==> src/sv/wsps_pkg.sv <==
// Package for the weekly schedule pump switch: widths, register codes,
// interval and configuration types. Used by the input and configuration interfaces and all modules.
`default_nettype none

package wsps_pkg;

    localparam int NUM_INTERVALS = 4;

    localparam int MINUTE_W = 11;
    localparam int MASK_W   = 7;
    localparam int LEVEL_W  = 12;
    localparam int HOUR_W   = 5;
    localparam int MIN_W    = 6;
    localparam int DAY_W    = 3;
    localparam int CFG_IDX_W  = 3;
    localparam int CFG_DATA_W = 29;

    localparam int unsigned MINUTES_PER_HOUR = 60;
    localparam logic [LEVEL_W-1:0] THRESHOLD_RESET = 12'd1000;

    localparam logic MODE_CHECK  = 1'b0;
    localparam logic MODE_TOGGLE = 1'b1;

    localparam logic BASE_SCHEDULED = 1'b0;
    localparam logic BASE_AUTOMATIC = 1'b1;

    typedef enum logic [CFG_IDX_W-1:0] {
        REG_INTERVAL_ZERO,
        REG_INTERVAL_ONE,
        REG_INTERVAL_TWO,
        REG_INTERVAL_THREE,
        REG_BASE_MODE,
        REG_SCHED_ENABLE,
        REG_LEVEL_THRESHOLD
    } t_reg_idx;

    typedef struct packed {
        logic [MASK_W-1:0]   mask;
        logic [MINUTE_W-1:0] stop;
        logic [MINUTE_W-1:0] start;
    } t_interval;

    typedef struct packed {
        t_interval [NUM_INTERVALS-1:0] intervals;
        logic                          base_mode;
        logic                          sched_enable;
        logic [LEVEL_W-1:0]            threshold;
    } t_cfg;

    typedef struct packed {
        logic               mode;
        logic [HOUR_W-1:0]  hour;
        logic [MIN_W-1:0]   minute;
        logic [DAY_W-1:0]   weekday;
        logic [LEVEL_W-1:0] water_level;
    } t_in_item;

    typedef struct packed {
        logic relay_on;
        logic in_window;
        logic manual_override;
    } t_out_item;

endpackage

`default_nettype wire

==> src/sv/wsps_match.sv <==
// Time window matcher: compares the minute of day against every interval
// in parallel and checks the weekday mask. Depends on wsps_pkg.
`default_nettype none

module wsps_match import wsps_pkg::*; (
    input  wire logic [HOUR_W-1:0]         i_hour,
    input  wire logic [MIN_W-1:0]          i_minute,
    input  wire logic [DAY_W-1:0]          i_weekday,
    input  wire t_interval [NUM_INTERVALS-1:0] i_intervals,
    output logic                           o_window
);

    logic [MINUTE_W-1:0]    now_min;
    logic [NUM_INTERVALS-1:0] hit;

    assign now_min = MINUTE_W'(MINUTE_W'(i_hour) * MINUTE_W'(MINUTES_PER_HOUR))
                   + MINUTE_W'(i_minute);

    always_comb begin
        for (int k = 0; k < NUM_INTERVALS; k++) begin
            logic [MASK_W:0] day_bits;
            day_bits = {1'b0, i_intervals[k].mask};
            hit[k] = (i_intervals[k].start <= now_min) && (now_min <= i_intervals[k].stop)
                   && day_bits[i_weekday];
        end
    end

    assign o_window = |hit;

endmodule

`default_nettype wire

==> config.mk <==
export PLATFORM = sky130hd
export DESIGN_NAME = wsps_match
export DESIGN_NICKNAME = d
export VERILOG_FILES = /design/src/sv/wsps_pkg.sv /design/src/sv/wsps_match.sv
export SDC_FILE = /design/constraint.sdc
export NUM_CORES = 1
export LEC_CHECK = 0
export BUFFER_PORTS_ARGS = -buffer_cell sky130_fd_sc_hd__buf_2
export CAP_MARGIN = 15
export CORE_ASPECT_RATIO = 1.5
export CORE_MARGIN = 2
export CORE_UTILIZATION = 46
export DETAILED_ROUTE_END_ITERATION = 8
export GPL_ROUTABILITY_DRIVEN = 1
export PLACE_DENSITY_LB_ADDON = 0.12
export SETUP_SLACK_MARGIN = 0.1
export SLEW_MARGIN = 10
export SYNTH_ARGS = -nofsm -noshare
export SYNTH_HDL_FRONTEND = slang
export SYNTH_SLANG_ARGS = --single-unit
==> constraint.sdc <==
create_clock -name vclk -period 7.9
set_input_delay 1.58 -clock vclk [all_inputs]
set_output_delay 1.58 -clock vclk [all_outputs]
set_load 0.03 [all_outputs]
==> results of run 1 <==
==> final timing paths <==
| check | endpoint | slack, ns | cells after the start | start |
|---|---|---|---|---|
| max | o_window | -0.23 | 20 | i_hour[0] |
| min | o_window | 3.70 | 5 | i_intervals[108] |
==> Yosys cell counts, drive strengths merged, types with 2 or more instances <==
master | count | area, sq um
o22ai | 2 | 12.51
mux2i | 7 | 70.07
o21bai | 2 | 15.01
nor3 | 8 | 45.04
a21o | 4 | 30.03
a21oi | 23 | 118.9
clkbuf | 2 | 7.510
xor2 | 2 | 17.52
and4bb | 2 | 25.02
xnor2 | 6 | 52.55
nand2 | 17 | 63.81
nor2 | 21 | 81.33
a211o | 2 | 18.77
or3 | 2 | 12.51
a211oi | 12 | 90.09
o31ai | 5 | 42.54
ha | 88 | 1101
a2111oi | 2 | 17.52
mux4 | 4 | 90.09
nor2b | 11 | 68.82
or2 | 2 | 12.51
o21ai | 24 | 120.1
maj3 | 6 | 61.31
nand3 | 14 | 70.07
fa | 8 | 160.2
a31oi | 3 | 18.77
nand3b | 3 | 22.52
and2 | 2 | 12.51
nand4 | 12 | 75.07
nand4b | 2 | 17.52
and3 | 3 | 18.77
inv | 76 | 285.3
o21a | 6 | 52.55
nand2b | 3 | 18.77
o211ai | 6 | 45.04
==> logic make-up (layout without fill, tap and decap cells) <==
group | Yosys count | after routing
buffers and inverters | 78 | 244
and+or+nand+nor | 106 | 106
xor gates and xnor gates | 8 | 8
AOI/OAI and AO/OA | 101 | 101
adders and majority gates | 102 | 102
muxes | 11 | 11
==> area by class of cell <==
cell class / count / share of cell area, %
multi-input cells: 328 / 68.98
repair buffers: 168 / 22.08
well taps: 76 / 2.235
inverters: 76 / 6.704
==> stage by stage <==
stage | cell area [sq um] | hold WS (ns) | cells | setup slack (ns)
detailed placement | 4178 | 3.760 | 646 | -0.4035
global route | 4255 | 3.769 | 648 | -0.4167
floorplan | 3172 | 3.506 | 406 | 0.07773
finish | 4255 | 3.704 | 648 | -0.2276
CTS | 4238 | 3.704 | 647 | -0.2480
global placement | 4178 | 3.757 | 646 | -0.2674
==> power breakdown <==
group | leakage, nW | internal (mW) | switching, mW
sequential | 0 | 0 | 0
clock | 0 | 0 | 0
combinational | 2.35 | 0.507 | 0.540
total | 2.35 | 0.507 | 0.540
==> metal layers <==
metal	up-vias	part of all wire (%)	global-route usage, %
met1	1597	39	26.72
met2	82	57	51.74
met5	-	0	0
met3	8	2.8	0.5786
met4	0	1.1	2.561
li1	1817	-	-
==> critical path, delay by kind of cell <==
kind                     cells  cell delay (ns)
AO/OA/AOI/OAI                7             1.37
buffers and inverters        5             0.49
adder cells (fa/ha/maj)      5             2.11
AND/OR/NAND/NOR              2             0.71
XOR/XNOR                     1             0.28
==> timing repair <==
item,4_1_cts,5_1_grt
hold buffers,0,0
endpoints found under the setup margin,1,1
resized for setup,11,2
buffers inserted,1,1
pin swaps,7,2
==> run metrics, run 1 <==
post-synthesis net count 632; max_slew headroom 61.26%; post-route ant nets 0; post-synthesis xor/xnor area fraction 2.260%; Pins Over Slew Limit 0; Avg Synthesized Cell Area 7.637 sq um; most used cell, CP fa_1; Synth Warn # 0; drt first pass iters 4; largest net degree at the start of global routing 10; Compound-Gate Fraction of Synth Area 21.75%; outcome finished, violations left; clk_buf instances 0; final worst slack -0.2276 ns; num ports 131; GRT Total Usage 24.54%; via count 3,504; WS Path Type primary input to output pin; Final Core Density 65.15%; FF+latch count 0; Least-Margin Pin Slew 0.5792 ns; LEAKAGE 2.351 nW; Nets 800; largest family of logic cells by synthesized area adder cells; post-detail-place hpwl 8.282 mm; CP peak stage delay 0.56 ns; Mapped Area 3100 sq um; Fmax achieved 123.0 MHz; DRT Wirelength 9.025 mm; Seq/Total Area, Yosys 0%; critical path capture point type output pin; IO Port Bufs 131; Final min period 8.128 ns; fin crit share 102.9%; failing checks negative setup slack; Critical Path AT 6.55 ns; multiplexer share of the synthesized area 5.165%; Crit Path Max Fanout 4; Hold/Removal Path Class primary input to output pin; post-synthesis cell count 406; simple-gate share of the synthesized area 18.72%; Multi-input gate area 2935 sq um; Critical Path Start Type primary input; height of the die 104.6 um; Placer Congestion 0.8787; CP max-delay cell fa_1; initial antenna violation count 0; synth unique cells 57; final-report hold violation count 0; Register Area 0 sq um; # setup viols final 1; DRC violations left 0; width of the die 71.04 um; Starting Density 47.47%; Avg WL per Cell 13.93 um; PwrDens 245.9 nW/um^2; setup repair after global routing missed its margin true; Antenna Diode Count 0; Area Growth Syn to Fin 37.25%; most frequent cells in the layout buf_2 (130), ha_1 (85), inv_1 (74); layout cells sized above 1 35.14%; Max VDD drop 116.2 uV; fill count 611; FP Rows 36; Adder-Cell Fraction of Synth Area 42.66%; Overall Power 1.047 mW; CP cell instances buf_2 > fa_1 > inv_1 > fa_1 > inv_2 > fa_1 > ha_4 > o21ai_2 > a2111oi_4 > xor2_2 > inv_2 > ha_4 > a2111oi_0 > a211o_1 > o31ai_4 > and4bb_1 > a211oi_1 > a22oi_1 > or4b_4 > buf_6; first-pass GRT wire length 15.34 mm; most common cell after layout, fill and taps aside buf_2; Core Region 6531 sq um; max_cap viols 0; TNS Setup -0.2276 ns; vias in the first global route 3,669; initial DRC count 78; die area 7427 sq um; grt total ovfl 0; WP data required 6.32 ns; Vias per Instance 5.407
Power figures use the tool's default switching activity.
==> run 2: changes to the inputs <==
--- a/config.mk
+++ b/config.mk
@@ -9,7 +9,7 @@
 export CAP_MARGIN = 15
 export CORE_ASPECT_RATIO = 1.5
 export CORE_MARGIN = 2
-export CORE_UTILIZATION = 46
+export CORE_UTILIZATION = 51
 export DETAILED_ROUTE_END_ITERATION = 8
 export GPL_ROUTABILITY_DRIVEN = 1
 export PLACE_DENSITY_LB_ADDON = 0.12
==> constraint.sdc (replaced) <==
create_clock -name vclk -period 8.9
set_input_delay 1.78 -clock vclk [all_inputs]
set_output_delay 1.78 -clock vclk [all_outputs]
set_load 0.03 [all_outputs]
==> run 2 against run 1 <==
Compared with the run above:
- the run now ends clean
- count of clock-buffer cells in the layout is the same
- sequential cell count is the same
- worst hold slack gained 0.43 ns
- non-clock buffer count shrank 24
- critical path type unchanged
==> run metrics, run 2 (synthesis gave the netlist of run 1 again) <==
outcome finished clean; Least-Margin Pin Slew 0.6845 ns; Critical Path Start Type primary input; width of the die 67.66 um; grt total ovfl 0; Final Instance Area 4151 sq um; DRC violations left 0; DRT Wirelength 9.124 mm; critical path capture point type output pin; via count 3,474; Critical Path AT 6.83 ns; Nets 776; setup repair after global routing missed its margin false; Starting Density 53.20%; Vias per Instance 5.603; Pins Over Slew Limit 0; PwrDens 221.0 nW/um^2; drt first pass iters 4; hold buffers post-CTS 0; vias in the first global route 3,517; hold_ws 4.130 ns; LEAKAGE 2.234 nW; Antenna Diode Count 0; GRT Total Usage 25.69%; height of the die 99.50 um; Fmax achieved 116.2 MHz; CP peak stage delay 0.56 ns; IO Port Bufs 131; most common cell after layout, fill and taps aside buf_2; Avg WL per Cell 14.72 um; Placed Area 3914 sq um; max_cap viols 0; first-pass GRT wire length 13.96 mm; Area Growth Syn to Fin 33.90%; WS Path Type primary input to output pin; CP max-delay cell fa_1; fin crit share 96.73%; Core Region 5828 sq um; TNS Setup 0 ns; FP Rows 34; num ports 131; layout cells sized above 1 33.94%; clk_buf instances 0; # setup viols final 0; initial antenna violation count 0; max_slew headroom 53.65%; Placer Congestion 0.9478; largest net degree at the start of global routing 10; Overall Power 917.7 uW; Max VDD drop 125.6 uV; Crit Path Max Fanout 3; CP cell instances buf_6 > fa_1 > inv_2 > fa_1 > inv_2 > fa_1 > ha_4 > o21ai_4 > a2111oi_4 > buf_4 > xor2_2 > inv_2 > ha_4 > a2111oi_0 > a211o_1 > o31ai_4 > and4bb_1 > a211oi_2 > a22oi_1 > or4b_4 > buf_6; FF+latch count 0; post-detail-place hpwl 7.916 mm; Hold/Removal Path Class primary input to output pin; post-route ant nets 0; most frequent cells in the layout buf_2 (129), ha_1 (83), inv_1 (72); die area 6732 sq um; initial DRC count 67; final-report hold violation count 0; Final min period 8.609 ns; Register Area 0 sq um; WP data required 7.12 ns
==> run 2: changes by cell type in the layout (fill, tap and decap cells not counted), sizes merged <==
cell,previous run,this run
buf,168,144
==> run 2: power by group <==
| group | switching, mW | total [mW] | internal, mW | leakage, nW |
|---|---|---|---|---|
| sequential | 0 | 0 | 0 | 0 |
| combinational | 0.500 | 0.918 | 0.418 | 2.23 |
| clock | 0 | 0 | 0 | 0 |
| total | 0.500 | 0.918 | 0.418 | 2.23 |
==> run 2: layout make-up <==
type / instances / area (sq um)
multi-input cells: 328 / 3003
fillers: 540 / 1677
repair buffers: 144 / 773.2
inverters: 76 / 285.3
well taps: 72 / 90.09
==> run 2: metal layers <==
layer | vias up | global-route usage, % | wire [um]
met3 | 22 | 2.602 | 422
met4 | 0 | 5.495 | 269
met1 | 1591 | 26.00 | 3423
met2 | 91 | 52.79 | 5009
li1 | 1770 | - | -
met5 | - | 0 | 0
==> run 2: metrics by stage <==
| stage | utilization (%) | std cells | setup WS [ns] |
|---|---|---|---|
| floorplan | - | 406 | 0.1982 |
| global placement | 67.15 | 617 | 0.1166 |
| detailed placement | 67.15 | 617 | -0.05614 |
| CTS | 67.84 | 617 | 0.1067 |
| global route | 71.23 | 620 | 0.04225 |
| finish | 71.23 | 620 | 0.2914 |
==> run 2: repair_timing <==
item                                    CTS  global route
endpoints found under the setup margin    1             1
gates cloned                              0             0
gates resized for setup                   8            35
buffers inserted                          0             3
pin swaps                                 5            19
==> run 2: worst max-delay path, delay by kind of cell <==
kind | cells | cell delay [ns]
AOI/OAI and AO/OA | 7 | 1.33
adders and majority gates | 5 | 2.16
xor gates and xnor gates | 1 | 0.18
buffers and inverters | 6 | 0.61
and+or+nand+nor | 2 | 0.76
==> run 2: final timing paths <==
path / start / endpoint / cells past startpoint
setup / recovery: i_hour[1] / o_window / 21
hold / removal: i_intervals[108] / o_window / 5
